--- config.mk ---
export PLATFORM = sky130hd
export DESIGN_NAME = ofdm_tone_map_bit_mapper_top_flat
export DESIGN_NICKNAME = d
export VERILOG_FILES = /design/src/rtl/otm_pkg.sv /design/src/rtl/otm_intf.sv /design/src/rtl/otm_ctrl.sv /design/src/rtl/otm_datapath.sv /design/src/rtl/ofdm_tone_map_bit_mapper_top.sv /design/src/flat_wrapper.sv
export SDC_FILE = /design/constraint.sdc
export NUM_CORES = 1
export LEC_CHECK = 0
export BUFFER_PORTS_ARGS = -buffer_cell sky130_fd_sc_hd__buf_4
export CORE_MARGIN = 10
export CORE_UTILIZATION = 38
export CTS_BUF_LIST = sky130_fd_sc_hd__clkbuf_8
export CTS_CLUSTER_SIZE = 20
export DETAILED_ROUTE_END_ITERATION = 16
export GPL_TIMING_DRIVEN = 0
export PLACE_DENSITY = 0.6
export SLEW_MARGIN = 30
export SYNTH_ARGS = -nofsm -noshare
export SYNTH_HDL_FRONTEND = slang
export SYNTH_SLANG_ARGS = --single-unit
--- constraint.sdc ---
create_clock -name clk_i -period 5.3 [get_ports clk_i]
set_clock_uncertainty 0.05 [all_clocks]
set_input_delay 0.53 -clock clk_i [delete_from_list [all_inputs] [get_ports clk_i]]
set_output_delay 0.53 -clock clk_i [all_outputs]
set_load 0.02 [all_outputs]
--- src/rtl/otm_pkg.sv ---
package otm_pkg;

  localparam int unsigned CFG_IDX_W  = 2;
  localparam int unsigned CFG_DATA_W = 64;
  localparam int unsigned BYTE_W     = 8;
  localparam int unsigned BITS_W     = 4;
  localparam int unsigned SLOT_W     = 6;
  localparam int unsigned CNT_W      = 6;
  localparam int unsigned BIN_IDX_W  = 6;

  localparam logic [CNT_W-1:0]  MAX_RESULTS = 6'd63;
  localparam logic [BITS_W-1:0] BYTE_BITS   = 4'd8;

  typedef enum logic [CFG_IDX_W-1:0] {
    REG_CARRIER_MASK = 2'd0,
    REG_HEADER_BITS  = 2'd1,
    REG_BODY_BITS    = 2'd2,
    REG_HEADER_BYTES = 2'd3
  } otm_reg_e;

  typedef enum logic [2:0] {
    ST_SCAN,
    ST_IDLE,
    ST_RES,
    ST_DATA,
    ST_PAD
  } otm_state_e;

  typedef struct packed {
    logic [BIN_IDX_W-1:0] bin_index;
    logic [BYTE_W-1:0]    symbol_value;
    logic                 pad;
    logic                 in_header;
    logic                 packet_start;
    logic                 symbol_end;
    logic                 last;
  } otm_result_t;

  typedef struct packed {
    logic scan_start;
    logic scan_step;
    logic load;
    logic emit_res;
    logic emit_data;
    logic data_end;
    logic emit_pad;
    logic finish;
  } otm_cmd_t;

  typedef struct packed {
    logic stale;
    logic scan_last;
    logic res_pending;
    logic data_more;
    logic pad_needed;
    logic pad_more;
    logic out_free;
  } otm_status_t;

  function automatic logic [BITS_W-1:0] clamp_bits(logic [BITS_W-1:0] v);
    logic [BITS_W-1:0] r;
    r = v;
    if (v == '0) r = 4'd1;
    else if (v > BYTE_BITS) r = BYTE_BITS;
    return r;
  endfunction

  // k in 0..8
  function automatic logic [BYTE_W-1:0] low_mask(logic [BITS_W-1:0] k);
    return 8'hFF >> (BYTE_BITS - k);
  endfunction

endpackage

--- src/rtl/otm_intf.sv ---
interface otm_in_if import otm_pkg::*; ();
  logic              valid;
  logic              ready;
  logic [BYTE_W-1:0] data_byte;
  logic              packet_end;

  modport source (output valid, data_byte, packet_end, input ready);
  modport sink (input valid, data_byte, packet_end, output ready);
endinterface

interface otm_out_if import otm_pkg::*; ();
  logic                 valid;
  logic                 ready;
  logic [BIN_IDX_W-1:0] bin_index;
  logic [BYTE_W-1:0]    symbol_value;
  logic                 pad;
  logic                 in_header;
  logic                 packet_start;
  logic                 symbol_end;
  logic                 last;

  modport source (output valid, bin_index, symbol_value, pad, in_header, packet_start,
                  symbol_end, last, input ready);
  modport sink (input valid, bin_index, symbol_value, pad, in_header, packet_start,
                symbol_end, last, output ready);
endinterface

--- src/rtl/otm_ctrl.sv ---
module otm_ctrl import otm_pkg::*; (
  input  logic        clk_i,
  input  logic        rst_ni,
  input  logic        in_valid_i,
  output logic        in_ready_o,
  input  otm_status_t status_i,
  output otm_cmd_t    cmd_o
);

  otm_state_e state_q, state_d;

  always_ff @(posedge clk_i or negedge rst_ni) begin
    if (!rst_ni) begin
      state_q <= ST_IDLE;
    end else begin
      state_q <= state_d;
    end
  end

  always_comb begin
    state_d    = state_q;
    cmd_o      = '0;
    in_ready_o = 1'b0;
    case (state_q)
      ST_SCAN: begin
        cmd_o.scan_step = 1'b1;
        if (status_i.scan_last) state_d = ST_IDLE;
      end
      ST_IDLE: begin
        if (status_i.stale) begin
          cmd_o.scan_start = 1'b1;
          state_d          = ST_SCAN;
        end else begin
          in_ready_o = 1'b1;
          if (in_valid_i) begin
            cmd_o.load = 1'b1;
            state_d    = status_i.res_pending ? ST_RES : ST_DATA;
          end
        end
      end
      ST_RES: begin
        if (status_i.out_free) begin
          cmd_o.emit_res = 1'b1;
          state_d        = ST_DATA;
        end
      end
      ST_DATA: begin
        if (status_i.out_free) begin
          if (status_i.data_more) begin
            cmd_o.emit_data = 1'b1;
          end else begin
            cmd_o.data_end = 1'b1;
            if (status_i.pad_needed) begin
              state_d = ST_PAD;
            end else begin
              cmd_o.finish = 1'b1;
              state_d      = ST_IDLE;
            end
          end
        end
      end
      ST_PAD: begin
        if (status_i.out_free) begin
          if (status_i.pad_more) begin
            cmd_o.emit_pad = 1'b1;
          end else begin
            cmd_o.finish = 1'b1;
            state_d      = ST_IDLE;
          end
        end
      end
      default: begin
        state_d = ST_IDLE;
      end
    endcase
  end

endmodule

--- src/rtl/otm_datapath.sv ---
module otm_datapath import otm_pkg::*; #(
  parameter int unsigned FFT_BINS          = 64,
  parameter int unsigned MAX_USED_CARRIERS = 56
) (
  input  logic                  clk_i,
  input  logic                  rst_ni,
  input  logic                  cfg_we_i,
  input  logic [CFG_IDX_W-1:0]  cfg_idx_i,
  input  logic [CFG_DATA_W-1:0] cfg_data_i,
  input  logic [BYTE_W-1:0]     data_byte_i,
  input  logic                  packet_end_i,
  input  logic                  out_ready_i,
  output logic                  out_valid_o,
  output otm_result_t           out_item_o,
  input  otm_cmd_t              cmd_i,
  output otm_status_t           status_o
);

  localparam int unsigned BIN_W = $clog2(FFT_BINS);

  // configuration
  logic [FFT_BINS-1:0] mask_q, mask_d;
  logic [BITS_W-1:0]   hbits_q, hbits_d, bbits_q, bbits_d;
  logic [BYTE_W-1:0]   hbytes_q, hbytes_d;

  // carrier table scan
  logic              stale_q, stale_d;
  logic [BIN_W-1:0]  sb_q, sb_d;
  logic [SLOT_W-1:0] cnt_q, cnt_d;
  logic [SLOT_W-1:0] used_q, used_d;
  logic [BIN_W-1:0]  first_bin_q, first_bin_d;

  // mapper state
  logic [SLOT_W-1:0] slot_q, slot_d;
  logic [BIN_W-1:0]  bin_q, bin_d;
  logic [BYTE_W-1:0] res_bits_q, res_bits_d;
  logic [BITS_W-1:0] res_miss_q, res_miss_d;
  logic [BYTE_W-1:0] hcount_q, hcount_d;
  logic              map_hdr_q, map_hdr_d;
  logic              first_sym_q, first_sym_d;

  // current item
  logic [BYTE_W-1:0] byte_q, byte_d;
  logic              pkt_end_q, pkt_end_d;
  logic [BITS_W-1:0] nb_q, nb_d;
  logic [BITS_W-1:0] off_q, off_d;
  logic [CNT_W-1:0]  n_q, n_d;

  // result staging and output register
  otm_result_t pend_q, pend_d, out_q, out_d;
  logic        pend_v_q, pend_v_d, out_v_q, out_v_d;

  logic              ending, can_put, is_end, do_put, out_free;
  logic              scan_hit;
  logic [SLOT_W-1:0] cnt_nx;
  logic [BIN_W-1:0]  first_nx, bin_nx;
  logic [BITS_W-1:0] m, held, rem;
  logic [4:0]        off_sum;
  logic [BYTE_W-1:0] res_val, data_val, put_val;
  otm_result_t       new_res, last_res;

  assign ending   = map_hdr_q ? ((9'(hcount_q) + 9'd1) >= 9'(hbytes_q)) : pkt_end_q;
  assign can_put  = (used_q != '0) && (n_q != MAX_RESULTS);
  assign is_end   = (slot_q + 6'd1) == used_q;
  assign do_put   = (cmd_i.emit_res || cmd_i.emit_data || cmd_i.emit_pad) && can_put;
  assign out_free = !out_v_q || out_ready_i;

  assign scan_hit = mask_q[sb_q] && (cnt_q != SLOT_W'(MAX_USED_CARRIERS));
  assign cnt_nx   = cnt_q + SLOT_W'(scan_hit);
  assign first_nx = (scan_hit && (cnt_q == '0)) ? sb_q : first_bin_q;

  assign m        = (res_miss_q >= nb_q) ? nb_q : res_miss_q;
  assign held     = nb_q - m;
  assign res_val  = (res_bits_q & low_mask(held)) | ((byte_q & low_mask(m)) << held);
  assign off_sum  = 5'(off_q) + 5'(nb_q);
  assign data_val = (byte_q >> off_q) & low_mask(nb_q);
  assign rem      = BYTE_BITS - off_q;
  assign put_val  = cmd_i.emit_res ? res_val : (cmd_i.emit_data ? data_val : '0);

  always_comb begin
    bin_nx = first_bin_q;
    for (int i = FFT_BINS - 1; i >= 0; i--) begin
      if (mask_q[i] && (BIN_W'(i) > bin_q)) bin_nx = BIN_W'(i);
    end
  end

  always_comb begin
    new_res              = '0;
    new_res.bin_index    = BIN_IDX_W'(bin_q);
    new_res.symbol_value = put_val;
    new_res.pad          = cmd_i.emit_pad;
    new_res.in_header    = map_hdr_q;
    new_res.packet_start = first_sym_q;
    new_res.symbol_end   = is_end;
    new_res.last         = 1'b0;
    last_res             = pend_q;
    last_res.last        = 1'b1;
  end

  assign status_o.stale       = stale_q;
  assign status_o.scan_last   = sb_q == BIN_W'(FFT_BINS - 1);
  assign status_o.res_pending = res_miss_q != '0;
  assign status_o.data_more   = off_sum <= 5'd8;
  assign status_o.pad_needed  = ending && (used_q != '0) && (slot_q != '0);
  assign status_o.pad_more    = (slot_q != '0) && can_put;
  assign status_o.out_free    = out_free;

  assign out_valid_o = out_v_q;
  assign out_item_o  = out_q;

  always_comb begin
    mask_d      = mask_q;
    hbits_d     = hbits_q;
    bbits_d     = bbits_q;
    hbytes_d    = hbytes_q;
    stale_d     = stale_q;
    sb_d        = sb_q;
    cnt_d       = cnt_q;
    used_d      = used_q;
    first_bin_d = first_bin_q;
    slot_d      = slot_q;
    bin_d       = bin_q;
    res_bits_d  = res_bits_q;
    res_miss_d  = res_miss_q;
    hcount_d    = hcount_q;
    map_hdr_d   = map_hdr_q;
    first_sym_d = first_sym_q;
    byte_d      = byte_q;
    pkt_end_d   = pkt_end_q;
    nb_d        = nb_q;
    off_d       = off_q;
    n_d         = n_q;
    pend_d      = pend_q;
    pend_v_d    = pend_v_q;
    out_d       = out_q;
    out_v_d     = out_v_q;

    if (cmd_i.scan_start) begin
      stale_d = 1'b0;
      sb_d    = '0;
      cnt_d   = '0;
    end
    if (cfg_we_i) begin
      case (cfg_idx_i)
        REG_CARRIER_MASK: begin
          mask_d  = cfg_data_i[FFT_BINS-1:0];
          stale_d = 1'b1;
        end
        REG_HEADER_BITS:  hbits_d  = cfg_data_i[BITS_W-1:0];
        REG_BODY_BITS:    bbits_d  = cfg_data_i[BITS_W-1:0];
        REG_HEADER_BYTES: hbytes_d = cfg_data_i[BYTE_W-1:0];
        default: ;
      endcase
    end

    if (cmd_i.scan_step) begin
      sb_d  = BIN_W'(sb_q + 1'b1);
      cnt_d = cnt_nx;
      first_bin_d = first_nx;
      if (scan_hit && (cnt_q == slot_q)) bin_d = sb_q;
      if (status_o.scan_last) begin
        used_d = cnt_nx;
        if ((cnt_nx != '0) && (slot_q >= cnt_nx)) begin
          slot_d = '0;
          bin_d  = first_nx;
        end
      end
    end

    if (cmd_i.load) begin
      byte_d    = data_byte_i;
      pkt_end_d = packet_end_i;
      nb_d      = clamp_bits(map_hdr_q ? hbits_q : bbits_q);
      off_d     = '0;
      n_d       = '0;
    end

    if (cmd_i.emit_res) begin
      off_d      = m;
      res_miss_d = '0;
      res_bits_d = '0;
    end
    if (cmd_i.emit_data) off_d = off_sum[BITS_W-1:0];

    if (cmd_i.data_end) begin
      if (ending) begin
        res_bits_d = '0;
        res_miss_d = '0;
      end else if (off_q < BYTE_BITS) begin
        res_bits_d = (byte_q >> off_q) & low_mask(rem);
        res_miss_d = nb_q - rem;
      end
    end

    if (out_v_q && out_ready_i) out_v_d = 1'b0;

    if (do_put) begin
      n_d = n_q + 1'b1;
      if (is_end) begin
        slot_d      = '0;
        bin_d       = first_bin_q;
        first_sym_d = 1'b0;
      end else begin
        slot_d = slot_q + 1'b1;
        bin_d  = bin_nx;
      end
      if (pend_v_q) begin
        out_d   = pend_q;
        out_v_d = 1'b1;
      end
      pend_d   = new_res;
      pend_v_d = 1'b1;
    end

    if (cmd_i.finish) begin
      if (pend_v_q) begin
        out_d    = last_res;
        out_v_d  = 1'b1;
        pend_v_d = 1'b0;
      end
      if (map_hdr_q) begin
        hcount_d = ending ? '0 : hcount_q + 1'b1;
      end else if (ending) begin
        hcount_d = '0;
      end
      if (ending) begin
        map_hdr_d = !map_hdr_q;
        if (!map_hdr_q) first_sym_d = 1'b1;
      end
    end
  end

  always_ff @(posedge clk_i or negedge rst_ni) begin
    if (!rst_ni) begin
      mask_q      <= '1;
      hbits_q     <= 4'd1;
      bbits_q     <= 4'd2;
      hbytes_q    <= 8'd24;
      stale_q     <= 1'b1;
      sb_q        <= '0;
      cnt_q       <= '0;
      used_q      <= '0;
      first_bin_q <= '0;
      slot_q      <= '0;
      bin_q       <= '0;
      res_bits_q  <= '0;
      res_miss_q  <= '0;
      hcount_q    <= '0;
      map_hdr_q   <= 1'b1;
      first_sym_q <= 1'b1;
      n_q         <= '0;
      pend_v_q    <= 1'b0;
      out_v_q     <= 1'b0;
    end else begin
      mask_q      <= mask_d;
      hbits_q     <= hbits_d;
      bbits_q     <= bbits_d;
      hbytes_q    <= hbytes_d;
      stale_q     <= stale_d;
      sb_q        <= sb_d;
      cnt_q       <= cnt_d;
      used_q      <= used_d;
      first_bin_q <= first_bin_d;
      slot_q      <= slot_d;
      bin_q       <= bin_d;
      res_bits_q  <= res_bits_d;
      res_miss_q  <= res_miss_d;
      hcount_q    <= hcount_d;
      map_hdr_q   <= map_hdr_d;
      first_sym_q <= first_sym_d;
      n_q         <= n_d;
      pend_v_q    <= pend_v_d;
      out_v_q     <= out_v_d;
    end
  end

  always_ff @(posedge clk_i) begin
    byte_q    <= byte_d;
    pkt_end_q <= pkt_end_d;
    nb_q      <= nb_d;
    off_q     <= off_d;
    pend_q    <= pend_d;
    out_q     <= out_d;
  end

endmodule

--- src/rtl/ofdm_tone_map_bit_mapper_top.sv ---
// OFDM subcarrier bit mapper.
// Input channel in_i: one packet byte per item, packet_end on the last byte.
// Output channel out_o: one carrier per item (bin, constellation index, flags);
// last marks the final carrier caused by an input byte. Bytes are cut from the
// low bit up into header_bits or body_bits wide indices.
// Config port: cfg_we_i writes cfg_data_i to register cfg_idx_i (0 mask,
// 1 header bits, 2 body bits, 3 header bytes). The user must write only while
// the block is idle; the block itself does not enforce this. An accepted byte
// yields one carrier per cycle from the shared bit slicer while the output is
// free: after the accept, a held residual group is sent first, then one index
// per step, an end step, and, when padding, one pad carrier per step and a
// closing step. A carrier waits in the staging register until the next one
// or the end of the byte moves it to the output register. One byte is worked
// on at a time. After reset and after every carrier_mask write the bin table
// is rebuilt by walking the mask one bin per cycle, with ready low.
// When the receiver stalls, the output register and one staging register fill
// and the slicer waits; a new byte is taken while the last carrier still
// waits in the output register.
module ofdm_tone_map_bit_mapper_top import otm_pkg::*; #(
  parameter int unsigned FFT_BINS          = 64,
  parameter int unsigned MAX_USED_CARRIERS = 56
) (
  input  logic                  clk_i,
  input  logic                  rst_ni,
  input  logic                  cfg_we_i,
  input  logic [CFG_IDX_W-1:0]  cfg_idx_i,
  input  logic [CFG_DATA_W-1:0] cfg_data_i,
  otm_in_if.sink                in_i,
  otm_out_if.source             out_o
);

  otm_cmd_t    cmd;
  otm_status_t status;
  otm_result_t out_item;
  logic        out_valid;

  otm_ctrl u_ctrl (
    .clk_i      (clk_i),
    .rst_ni     (rst_ni),
    .in_valid_i (in_i.valid),
    .in_ready_o (in_i.ready),
    .status_i   (status),
    .cmd_o      (cmd)
  );

  otm_datapath #(
    .FFT_BINS          (FFT_BINS),
    .MAX_USED_CARRIERS (MAX_USED_CARRIERS)
  ) u_datapath (
    .clk_i        (clk_i),
    .rst_ni       (rst_ni),
    .cfg_we_i     (cfg_we_i),
    .cfg_idx_i    (cfg_idx_i),
    .cfg_data_i   (cfg_data_i),
    .data_byte_i  (in_i.data_byte),
    .packet_end_i (in_i.packet_end),
    .out_ready_i  (out_o.ready),
    .out_valid_o  (out_valid),
    .out_item_o   (out_item),
    .cmd_i        (cmd),
    .status_o     (status)
  );

  assign out_o.valid        = out_valid;
  assign out_o.bin_index    = out_item.bin_index;
  assign out_o.symbol_value = out_item.symbol_value;
  assign out_o.pad          = out_item.pad;
  assign out_o.in_header    = out_item.in_header;
  assign out_o.packet_start = out_item.packet_start;
  assign out_o.symbol_end   = out_item.symbol_end;
  assign out_o.last         = out_item.last;

endmodule

--- src/flat_wrapper.sv ---
// flat-port wrapper written by rule: the top's interface ports become plain ports
module ofdm_tone_map_bit_mapper_top_flat import otm_pkg::*;
#(
  parameter int unsigned FFT_BINS          = 64,
  parameter int unsigned MAX_USED_CARRIERS = 56
)
  (clk_i, rst_ni, cfg_we_i, cfg_idx_i, cfg_data_i, in_i_valid, in_i_data_byte, in_i_packet_end, in_i_ready, out_o_valid, out_o_bin_index, out_o_symbol_value, out_o_pad, out_o_in_header, out_o_packet_start, out_o_symbol_end, out_o_last, out_o_ready);
  otm_in_if in_i_i ();
  otm_out_if out_o_i ();
  input  logic clk_i;
  input  logic rst_ni;
  input  logic cfg_we_i;
  input  logic [CFG_IDX_W-1:0] cfg_idx_i;
  input  logic [CFG_DATA_W-1:0] cfg_data_i;
  input wire logic [$bits(in_i_i.valid)-1:0] in_i_valid;
  input wire logic [$bits(in_i_i.data_byte)-1:0] in_i_data_byte;
  input wire logic [$bits(in_i_i.packet_end)-1:0] in_i_packet_end;
  output wire logic [$bits(in_i_i.ready)-1:0] in_i_ready;
  output wire logic [$bits(out_o_i.valid)-1:0] out_o_valid;
  output wire logic [$bits(out_o_i.bin_index)-1:0] out_o_bin_index;
  output wire logic [$bits(out_o_i.symbol_value)-1:0] out_o_symbol_value;
  output wire logic [$bits(out_o_i.pad)-1:0] out_o_pad;
  output wire logic [$bits(out_o_i.in_header)-1:0] out_o_in_header;
  output wire logic [$bits(out_o_i.packet_start)-1:0] out_o_packet_start;
  output wire logic [$bits(out_o_i.symbol_end)-1:0] out_o_symbol_end;
  output wire logic [$bits(out_o_i.last)-1:0] out_o_last;
  input wire logic [$bits(out_o_i.ready)-1:0] out_o_ready;
  assign in_i_i.valid = in_i_valid;
  assign in_i_i.data_byte = in_i_data_byte;
  assign in_i_i.packet_end = in_i_packet_end;
  assign in_i_ready = in_i_i.ready;
  assign out_o_valid = out_o_i.valid;
  assign out_o_bin_index = out_o_i.bin_index;
  assign out_o_symbol_value = out_o_i.symbol_value;
  assign out_o_pad = out_o_i.pad;
  assign out_o_in_header = out_o_i.in_header;
  assign out_o_packet_start = out_o_i.packet_start;
  assign out_o_symbol_end = out_o_i.symbol_end;
  assign out_o_last = out_o_i.last;
  assign out_o_i.ready = out_o_ready;
  ofdm_tone_map_bit_mapper_top #(.FFT_BINS(FFT_BINS), .MAX_USED_CARRIERS(MAX_USED_CARRIERS)) u_core (.clk_i(clk_i), .rst_ni(rst_ni), .cfg_we_i(cfg_we_i), .cfg_idx_i(cfg_idx_i), .cfg_data_i(cfg_data_i), .in_i(in_i_i), .out_o(out_o_i));
endmodule
==> results of run 1 <==
-- stage by stage --
| step | hold slack [ns] | worst slack (ns) | instances |
|---|---|---|---|
| 2_1_floorplan | 0.1844 | 0.8724 | 1349 |
| 3_3_place_gp | 0.4225 | -0.06630 | 1904 |
| 3_5_place_dp | 0.4317 | -0.07301 | 1906 |
| 4_1_cts | 0.04370 | 0.007873 | 1974 |
| 5_1_grt | 0.05351 | 0.01862 | 1977 |
| 6_report | 0.08325 | 0.2872 | 1977 |
-- cells by family (layout without fill, tap and decap cells) --
family,Yosys count,in the layout,synth area share
muxes,146,146,0.1311
adders and majority gates,54,54,0.05215
AOI/OAI and AO/OA,347,347,0.1847
xor gates and xnor gates,41,41,0.02785
and+or+nand+nor,427,427,0.1558
DFF,204,204,0.4082
buffers and inverters,130,303,0.04019
-- metal layers --
metal / vias up / routed length, um / track usage
li1: 5332 / - / -
met1: 5605 / 18940 / 0.2502
met2: 444 / 18900 / 0.2889
met3: 76 / 2647 / 0.03776
met4: 0 / 1072 / 0.06152
met5: - / 0 / 0
-- registers in the layout, summed over array words and instances, names as in the netlist, 8 cells and up, named ones only --
register and cells:
u_core.u_datapath.last_res 18, u_core.u_datapath.mask_q 64, u_core.u_datapath.hcount_q 8, u_core.u_datapath.byte_q 8
u_core.u_datapath.res_bits_q 8, u_core.u_datapath.hbytes_q 8
-- final timing paths --
| check | slack (ns) | to | start | cells past startpoint |
|---|---|---|---|---|
| min reg2reg | 0.45 | u_core.u_datapath.n_q[0] | u_core.u_datapath.n_q[0] | 1 |
| max | 0.29 | u_core.u_datapath.bin_q[2] | u_core.u_datapath.sb_q[0] | 20 |
| min | 0.08 | u_core.u_datapath.byte_q[7] | in_i_data_byte[7] | 1 |
| max in group asynchronous | 3.91 | u_core.u_datapath.mask_q[14] | rst_ni | 3 |
| max reg2reg | 0.29 | u_core.u_datapath.bin_q[2] | u_core.u_datapath.sb_q[0] | 20 |
| min in group asynchronous | 0.50 | u_core.u_datapath.hcount_q[7] | rst_ni | 2 |
-- cell type report --
| class | instances | share of cell area |
|---|---|---|
| tap | 455 | 0.03646 |
| timing repair buffer | 106 | 0.05289 |
| multi-input combinational | 1015 | 0.4750 |
| sequential | 204 | 0.3500 |
| clock inverter | 23 | 0.01162 |
| buffer | 67 | 0.01947 |
| inverter | 62 | 0.01491 |
| clock buffer | 45 | 0.03967 |
-- cells in the mapped netlist, drive strengths merged, types with 14 or more instances --
cell type / instances / share of area
a21oi: 55 / 0.021
inv: 60 / 0.017
xnor2: 26 / 0.017
clkbuf: 37 / 0.010
buf: 31 / 0.012
o21a: 14 / 0.0079
a31oi: 14 / 0.0065
nor3: 22 / 0.0086
o21ai: 75 / 0.028
mux2: 94 / 0.079
nor2b: 15 / 0.0070
dfstp: 72 / 0.14
edfxtp: 54 / 0.12
dfrtp: 78 / 0.15
nand2b: 29 / 0.014
nor2: 105 / 0.029
mux2i: 40 / 0.030
o211ai: 18 / 0.010
xor2: 14 / 0.0092
ha: 51 / 0.048
o22ai: 15 / 0.0070
nand2: 110 / 0.031
nand4: 18 / 0.0084
nand3: 56 / 0.021
-- repair_timing --
action	4_1_cts	5_1_grt
pin swaps	0	2
setup endpoints to repair	2	10
resized for setup	1	6
buffers inserted	0	3
endpoints found under the hold margin	24	0
hold buffers	1	0
-- power by group through the flow --
stage               sequential, mW  clock [mW]  combinational, mW
floorplan                     2.37           0               2.70
global placement              2.42           0               3.78
detailed placement            2.43           0               3.82
CTS                           2.41        1.67               3.85
global route                  2.46        1.74               4.31
finish                        2.42        1.61               3.92
==> impl_metrics.tcl, run 1 <==
set metrics [dict create \
    p_leak_nw 6.453 \
    via_count 11457 \
    power.share.sequential 0.304 \
    globalRoute.totalOverflow 0 \
    fin_nets 1628 \
    htree_num_levels 2 \
    final_cell_mix "110 x sky130_fd_sc_hd__nand2_1, 105 x sky130_fd_sc_hd__nor2_1, 103 x sky130_fd_sc_hd__buf_4, 92 x sky130_fd_sc_hd__mux2_2, 78 x sky130_fd_sc_hd__dfrtp_1" \
    critPathKind "reg2reg" \
    layout.cell_area.non_filler_um2 15610 \
    global_route.usage.total 0.1851 \
    yosysWarnings 0 \
    synth_flop_cell "sky130_fd_sc_hd__dfrtp_1" \
    gp_congestion 0.9555 \
    post_drt_via_cell_ratio 5.795 \
    tightest_slew_ns 0.9558 \
    grt_setup_unrepaired "no" \
    p_clk_frac 0.203 \
    numCtsBuffers 38 \
    maxSlewHeadroom 0.3628 \
    multiInputGateArea_um2 7416 \
    synth_cells 1349 \
    post-route-drc-count 0 \
    path_cells "clkbuf_4, mux4_1, mux2_2, o22ai_1, or2_4, nor2_1, a21oi_1, nor2_1, ha_1, ha_1, inv_1, ha_1, a2111oi_1, o31ai_1, o211ai_1, buf_4, nand2_1, mux2i_1, o31ai_1, a221o_1" \
    timing.final.hold_violations 0 \
    initial_util 0.3866 \
    dp.final_hpwl_um 31650 \
    clk_latency_ns 0.57 \
    design_power_total_mw 7.960 \
    placementRows 68 \
    die-area_um2 43140 \
    final_max_slew_viol_count 0 \
    cell_occurring_most_often_along_the_worst_timing_path "sky130_fd_sc_hd__ha_1" \
    grt_pass1_wl_um 65130 \
    kind_of_capture_point_of_the_worst_setup_path "flop" \
    boundaryPins 101 \
    critical_path.startpoint_type "flop" \
    cp.arrival_ns 5.40 \
    wire_per_inst_um 21.02 \
    final_layout_size_suffix_gt1_frac 0.2556 \
    die_height_um 207.7 \
    grt_start_max_net_pins 81 \
    die_width_um 207.7 \
    drt_pass1_iterations 7 \
    critical_path.top_delay_family "compound AO/OA/AOI/OAI gates" \
    ant_nets 0 \
    cellPowerDensity_nw_per_um2 509.8 \
    layout_worst_path_cycle_share 0.9458 \
    fill_cells 3317 \
    netSwitchingFraction 0.4279 \
    finalSetupViolations 0 \
    synth-edff-count 54 \
    cp.buffers_inverters 3 \
    ys_ff_latch 204 \
    p_sw_mw 3.406 \
    fraction_of_power_consumed_by_combinational_cells 0.493 \
    flow.area_growth_from_synthesis_pct 16.63 \
    dpl-instance-area_um2 14760 \
    synth.net_count 1483 \
    holdCritPathClass "in2reg" \
    insertedDiodeCount 0 \
    antenna_found_initial 0 \
    drtIter0Drc 1061 \
    outcome "finished clean" \
    io_buffer_count 100 \
    syn-cell-area_um2 13390 \
    ctsRootBufferMaster "sky130_fd_sc_hd__clkbuf_8" \
    clk_pin_slew_ns 0.07 \
    average_cell_area_after_synthesis_um2 9.924 \
    cp_data_required_time_ns 5.69 \
    clock_path_buffers 3 \
    final_common_cell "sky130_fd_sc_hd__nand2_1" \
    fmax_mhz 199.5 \
    vias_in_the_first_global_route 11319 \
    power_report.internal_total_mw 4.554 \
    final.min_clock_period_ns 5.013 \
    final_core_utilization 0.4509 \
    seq_area_frac_synth 0.4082 \
    setup-tns-final_ns 0 \
    worst-path-max-fanout 10 \
    critPathMaxStageDelay_ns 0.62 \
    drv_cap 0 \
    route.final.wire_length_um 41560 \
    synth_cell_type_count 91 \
    ff_latch_area_um2 5465 \
    max-vdd-ir-drop_v 0.0002729 \
    clock_sink_count 204 \
    synthArstFlopShare 0.7353 \
    cts_tree "done" \
    critPathSlowestCell "sky130_fd_sc_hd__mux4_1" \
    coreArea_um2 34630 \
]
(Power assumes the default switching activity.)
==> inputs of run 2 (changes only) <==
--- a/config.mk
+++ b/config.mk
@@ -7,12 +7,13 @@
 export LEC_CHECK = 0
 export BUFFER_PORTS_ARGS = -buffer_cell sky130_fd_sc_hd__buf_4
 export CORE_MARGIN = 10
-export CORE_UTILIZATION = 38
+export CORE_UTILIZATION = 54
 export CTS_BUF_LIST = sky130_fd_sc_hd__clkbuf_8
 export CTS_CLUSTER_SIZE = 20
 export DETAILED_ROUTE_END_ITERATION = 16
 export GPL_TIMING_DRIVEN = 0
-export PLACE_DENSITY = 0.6
+export PLACE_DENSITY = 0.73
+export SETUP_SLACK_MARGIN = 0.1
 export SLEW_MARGIN = 30
 export SYNTH_ARGS = -nofsm -noshare
 export SYNTH_HDL_FRONTEND = slang
==> run 2 against run 1 <==
Effect of this change: die area fell by 27%; setup slack worse by 0.084 ns; routed wire length fell by 1.8%; critical path type unchanged.
==> impl_metrics.tcl, run 2 (synthesis results as in run 1) <==
set metrics [dict create \
    worst_hold_path.num_cells 1 \
    worst-path-max-fanout 10 \
    met3RoutedLength_um 3249 \
    die-area_um2 31490 \
    critPathMaxStageDelay_ns 0.37 \
    clk_latency_ns 0.54 \
    gp_congestion 0.9865 \
    post-route-drc-count 0 \
    worstHoldStart "in_i_packet_end" \
    regToRegSetupSlack_ns 0.20 \
    final_layout_size_suffix_gt1_frac 0.2576 \
    holdCritPathClass "in2reg" \
    p_leak_nw 6.408 \
    whs_endpoint "u_core.u_datapath.pkt_end_q" \
    grt_setup_unrepaired "yes" \
    post-route-worst-setup-slack_ns 0.2027 \
    final.min_clock_period_ns 5.097 \
    clock_path_buffers 3 \
    numCtsBuffers 36 \
    design_power_total_mw 7.923 \
    coreArea_um2 24390 \
    cts_tree "done" \
    setup-tns-final_ns 0 \
    reg2reg_to "u_core.u_datapath.bin_q[2]" \
    cp_data_required_time_ns 5.66 \
    placementRows 57 \
    io_buffer_count 100 \
    outcome "finished clean" \
    fmax_mhz 196.2 \
    max-vdd-ir-drop_v 0.0003273 \
    initial_util 0.5489 \
    path_cells "buf_6, buf_6, buf_2, mux2i_1, a22oi_1, nand3_1, nand4_1, a21oi_1, nor2_1, ha_1, ha_1, xnor2_2, ha_1, o21a_1, nor2_1, o31ai_1, o211ai_1, buf_4, a211oi_2, o31ai_1, a221o_1" \
    die_height_um 177.5 \
    vias_in_the_first_global_route 11531 \
    highest_layer "met4" \
    met2WireLength_um 18330 \
    critical_path.startpoint_type "flop" \
    final_common_cell "sky130_fd_sc_hd__nand2_1" \
    crit-reg2reg-launch "u_core.u_datapath.sb_q[1]" \
    max_flop_register "u_core.u_datapath.mask_q" \
    cell_occurring_most_often_along_the_worst_timing_path "sky130_fd_sc_hd__ha_1" \
    dpl-instance-area_um2 14590 \
    ant_nets 0 \
    worst_r2r_path_depth 21 \
    drt_pass1_iterations 6 \
    maxSlewHeadroom 0.3177 \
    post_drt_via_cell_ratio 6.331 \
    met1_length_um 17910 \
    grt_start_max_net_pins 80 \
    clk_pin_slew_ns 0.06 \
    cp.buffers_inverters 4 \
    cellPowerDensity_nw_per_um2 513.6 \
    htree_num_levels 2 \
    route.final.wire_length_um 40800 \
    layout_worst_path_cycle_share 0.9618 \
    grt_pass1_wl_um 64240 \
    tightest_slew_ns 1.014 \
    final_cell_mix "110 x sky130_fd_sc_hd__nand2_1, 106 x sky130_fd_sc_hd__buf_4, 105 x sky130_fd_sc_hd__nor2_1, 92 x sky130_fd_sc_hd__mux2_2, 78 x sky130_fd_sc_hd__dfrtp_1" \
    final_max_slew_viol_count 0 \
    ctsRootBufferMaster "sky130_fd_sc_hd__clkbuf_8" \
    critical_path.top_delay_family "compound AO/OA/AOI/OAI gates" \
    fin_nets 1629 \
    cp.arrival_ns 5.46 \
    globalRoute.totalOverflow 0 \
    finalSetupViolations 0 \
    dp.final_hpwl_um 31270 \
    antenna_found_initial 0 \
    layout.cell_area.non_filler_um2 15420 \
    kind_of_capture_point_of_the_worst_setup_path "flop" \
    clock_sink_count 204 \
    drtIter0Drc 1331 \
    flow.area_growth_from_synthesis_pct 15.22 \
    boundaryPins 101 \
    die_width_um 177.5 \
    timing.final.hold_violations 0 \
    critPathSlowestCell "sky130_fd_sc_hd__dfrtp_1" \
    max_reg_flops 64 \
    insertedDiodeCount 0 \
    pre_cts_ws_ns -0.07629 \
    global_route.usage.total 0.2563 \
    wire_per_inst_um 22.10 \
    critPathKind "reg2reg" \
    drv_cap 0 \
    via_count 11687 \
]
-- run 2: timing repair --
action,in CTS,in global routing
endpoints found under the setup margin,3,35
gates cloned,0,0
endpoints found under the hold margin,24,0
gates resized for setup,1,8
hold buffers,1,0
pin swaps,1,1
buffers inserted,3,4
-- run 2: where the power goes --
group	switching, mW	total [mW]	internal (mW)
combinational	2.41	3.98	1.57
sequential	0.344	2.42	2.08
clock	0.674	1.52	0.845
total	3.43	7.92	4.50
-- run 2: how the worst max path moves through the flow --
stage	startpoint	end	slack (ns)	cells past startpoint
6_report	u_core.u_datapath.sb_q[1]	u_core.u_datapath.bin_q[2]	0.20	21
2_1_floorplan	u_core.u_datapath.sb_q[0]	u_core.u_datapath.bin_q[2]	0.87	19
4_1_cts	u_core.u_datapath.sb_q[0]	u_core.u_datapath.bin_q[5]	0.12	19
5_1_grt	u_core.u_datapath.sb_q[0]	u_core.u_datapath.bin_q[2]	0.05	20
3_5_place_dp	u_core.u_datapath.sb_q[0]	u_core.u_datapath.bin_q[2]	-0.08	18
3_3_place_gp	u_core.u_datapath.sb_q[4]	u_core.u_datapath.bin_q[2]	-0.04	19
-- run 2: through the flow --
stage               hold slack [ns]  instances  utilization
finish                       0.1267       1846       0.6324
floorplan                    0.1844       1349            -
detailed placement           0.3803       1774       0.5981
CTS                          0.1075       1842       0.6299
global placement             0.3759       1773       0.5963
global route                 0.1150       1846       0.6324
-- run 2: metal layers --
| metal | up-vias | GRT usage |
|---|---|---|
| met5 | - | 0 |
| met4 | 0 | 0.09100 |
| li1 | 5322 | - |
| met3 | 106 | 0.04824 |
| met1 | 5724 | 0.3509 |
| met2 | 535 | 0.3986 |
-- run 2: area by class of cell --
cell class | instances | area, um^2
Fill cell | 2082 | 8966
Multi-Input combinational cell | 1015 | 7425
Sequential cell | 204 | 5465
Timing Repair Buffer | 109 | 848.3
Clock buffer | 40 | 550.5
Tap cell | 324 | 405.4
Buffer | 67 | 304.0
Inverter | 62 | 236.5
Clock inverter | 25 | 190.2
==> inputs of run 3 (changes only) <==
--- a/config.mk
+++ b/config.mk
@@ -17,4 +17,5 @@
 export SLEW_MARGIN = 30
 export SYNTH_ARGS = -nofsm -noshare
 export SYNTH_HDL_FRONTEND = slang
+export SYNTH_HIERARCHICAL = 1
 export SYNTH_SLANG_ARGS = --single-unit
==> run 3 against run 2 <==
Effect of this change: global-route usage grew 1.7 points; critical path type unchanged; flip-flop and latch count unchanged; synthesized cell count increased by 2.0%; sequential power down 12%.
==> impl_metrics.tcl, run 3 <==
set metrics [dict create \
    via_count 11842 \
    fraction_of_power_consumed_by_combinational_cells 0.388 \
    synth_flop_cell "sky130_fd_sc_hd__dfrtp_1" \
    post-route-drc-count 0 \
    layout_worst_path_cycle_share 0.9572 \
    finalSetupViolations 0 \
    layout.cell_area.non_filler_um2 15510 \
    synth.net_count 1511 \
    boundaryPins 101 \
    grt_pass1_wl_um 67590 \
    kind_of_capture_point_of_the_worst_setup_path "flop" \
    clock_sink_count 204 \
    fin_nets 1655 \
    gp_congestion 1.014 \
    final_core_utilization 0.6342 \
    dpl-instance-area_um2 14690 \
    critPathMaxStageDelay_ns 0.51 \
    timing.final.hold_violations 0 \
    max_reg_flops 64 \
    drv_cap 0 \
    max-vdd-ir-drop_v 0.0003206 \
    drtIter0Drc 1144 \
    place_inst 1801 \
    final_common_cell "sky130_fd_sc_hd__nand2_1" \
    synth_cells 1376 \
    yosys-top-cells-count "129 x sky130_fd_sc_hd__nand2_1, 111 x sky130_fd_sc_hd__nor2_1, 91 x sky130_fd_sc_hd__o21ai_0, 83 x sky130_fd_sc_hd__mux2_2, 78 x sky130_fd_sc_hd__dfrtp_1" \
    clk_pin_slew_ns 0.06 \
    synth_cell_type_count 101 \
    die_width_um 178.1 \
    max_flop_register "u_core/u_datapath/mask_q" \
    critical_path.startpoint_type "flop" \
    critPathSlowestCell "sky130_fd_sc_hd__o41a_1" \
    clk_latency_ns 0.53 \
    numCtsBuffers 37 \
    global_route.usage.total 0.2731 \
    cts_tree "done" \
    p_sw_mw 2.348 \
    cell_occurring_most_often_along_the_worst_timing_path "sky130_fd_sc_hd__ha_1" \
    yosysWarnings 6 \
    ranking_of_synthesized_cells_by_area "sky130_fd_sc_hd__dfrtp_1 14%, sky130_fd_sc_hd__dfstp_2 14%, sky130_fd_sc_hd__edfxtp_1 12%" \
    ant_nets 0 \
    flow.area_growth_from_synthesis_pct 15.00 \
    netSwitchingFraction 0.3992 \
    insertedDiodeCount 0 \
    synth-edff-count 54 \
    die_height_um 178.1 \
    path_cells "buf_4, buf_6, mux2i_1, nand2_1, and4_1, o41a_1, nor2_1, nor2_1, ha_1, ha_1, nand3_1, xor2_1, ha_1, a31o_2, nand3_1, mux2_2, a22o_1, a221oi_1, a21oi_1" \
    maxSlewHeadroom 0.2972 \
    die-area_um2 31710 \
    ys_ff_latch 204 \
    wire_per_inst_um 23.34 \
    average_cell_area_after_synthesis_um2 9.805 \
    final.min_clock_period_ns 5.073 \
    synthArstFlopShare 0.7353 \
    layout.cells.non_filler 1873 \
    post_drt_via_cell_ratio 6.322 \
    final_layout_size_suffix_gt1_frac 0.2653 \
    tightest_slew_ns 1.046 \
    multiInputGateArea_um2 7398 \
    seq_area_frac_synth 0.4051 \
    synth_top_area_cell "sky130_fd_sc_hd__dfrtp_1" \
    post-synth-top-area-fraction 0.1447 \
    grt_start_max_net_pins 83 \
    clock_path_buffers 3 \
    p_clk_frac 0.252 \
    fin_worst_hold_slack_ns 0.1225 \
    htree_num_levels 2 \
    ctsRootBufferMaster "sky130_fd_sc_hd__clkbuf_8" \
    outcome "finished clean" \
    holdCritPathClass "in2reg" \
    final_max_slew_viol_count 0 \
    synth_most_common_cell "sky130_fd_sc_hd__nand2_1" \
    syn-cell-area_um2 13490 \
    final_cell_mix "129 x sky130_fd_sc_hd__nand2_1, 111 x sky130_fd_sc_hd__nor2_1, 110 x sky130_fd_sc_hd__buf_4, 91 x sky130_fd_sc_hd__o21ai_0, 83 x sky130_fd_sc_hd__mux2_2" \
    vias_in_the_first_global_route 11687 \
    route.final.wire_length_um 43710 \
    placementRows 57 \
    grt_setup_unrepaired "no" \
    cellPowerDensity_nw_per_um2 379.0 \
    ff_latch_area_um2 5468 \
    drt_pass1_iterations 5 \
    critPathKind "reg2reg" \
    coreArea_um2 24460 \
    cp_data_required_time_ns 5.66 \
    power_report.internal_total_mw 3.533 \
    dp.final_hpwl_um 33360 \
    cp.arrival_ns 5.43 \
    power.share.sequential 0.360 \
    design_power_total_mw 5.881 \
    fill_cells 2052 \
    p_leak_nw 6.686 \
    io_buffer_count 100 \
    worst-path-max-fanout 10 \
    globalRoute.totalOverflow 0 \
    antenna_found_initial 0 \
    initial_util 0.5515 \
    fmax_mhz 197.1 \
]
run 3: cell types whose count changed after synthesis, sizes merged, moves of 9 or more:
| cell | change |
|---|---|
| nand3 | -14 |
| mux2 | -11 |
| mux2i | +13 |
| nand2 | +22 |
| o21ai | +26 |
| and3 | +9 |
run 3: final timing paths:
path | depth (start not counted) | startpoint | to | slack [ns]
hold / removal | 1 | in_i_data_byte[5] | u_core/u_datapath/byte_q[5] | 0.12
hold reg to reg | 2 | u_core/u_datapath/first_sym_q | u_core/u_datapath/first_sym_q | 0.42
setup reg to reg | 19 | u_core/u_datapath/sb_q[4] | u_core/u_datapath/bin_q[1] | 0.23
min in group asynchronous | 2 | rst_ni | u_core/u_datapath/res_miss_q[3] | 0.54
setup / recovery | 19 | u_core/u_datapath/sb_q[4] | u_core/u_datapath/bin_q[1] | 0.23
max in group asynchronous | 3 | rst_ni | u_core/u_datapath/stale_q | 3.85
run 3: per-stage QoR:
stage | setup WS, ns | TNS, ns
after global routing | 0.09807 | 0
final | 0.2269 | 0
after floorplan | 0.8924 | 0
after global placement | -0.3902 | -2.903
after detailed placement | 0.01005 | 0
after CTS | 0.1232 | 0
run 3: routing by layer:
layer / global-route usage / part of all wire / vias up
met5: 0 / 0 / -
met4: 0.1098 / 0.039 / 0
met3: 0.05307 / 0.082 / 108
met2: 0.4253 / 0.45 / 570
met1: 0.3670 / 0.43 / 5789
li1: - / - / 5375
run 3: layout make-up:
class / instances / share of cell area
inverter: 59 / 0.01452
timing repair buffer: 105 / 0.05274
multi-input combinational: 1037 / 0.4769
clock inverter: 24 / 0.008629
buffer: 76 / 0.02968
tap: 324 / 0.02613
sequential: 204 / 0.3524
clock buffer: 44 / 0.03903
run 3: what timing repair did:
item / 4_1_cts / 5_1_grt
setup endpoints to repair: 8 / 60
hold buffers: 1 / 0
resized for setup: 3 / 12
cloned: 0 / 0
pin swaps: 0 / 0
hold endpoints to repair: 25 / 0
buffers inserted: 0 / 3
run 3: power by group through the flow:
stage	logic, mW	clock network (mW)	registers (mW)
global placement	2.19	0	2.13
finish	2.28	1.48	2.12
detailed placement	2.18	0	2.13
floorplan	1.51	0	2.02
global route	2.41	1.58	2.14
CTS	2.19	1.51	2.11
run 3: worst max-delay path: cells and delay by family (launching register included):
family	cells	cell delay [ns]
multiplexers	2	0.81
AO/OA/AOI/OAI	5	1.36
AND/OR/NAND/NOR	6	0.82
XOR/XNOR	1	0.36
buffers and inverters	2	0.46
adder cells (fa/ha/maj)	3	0.76
flip-flops	1	0.32
run 3: cell families after synthesis:
| kind of cell | after synthesis | share of synthesized area |
|---|---|---|
| adder cells (fa/ha/maj) | 55 | 0.05268 |
| AND/OR/NAND/NOR | 437 | 0.1612 |
| XOR/XNOR | 42 | 0.02726 |
| flip-flops | 204 | 0.4051 |
| multiplexers | 142 | 0.1186 |
| AO/OA/AOI/OAI | 361 | 0.1853 |
| buffers and inverters | 135 | 0.04989 |
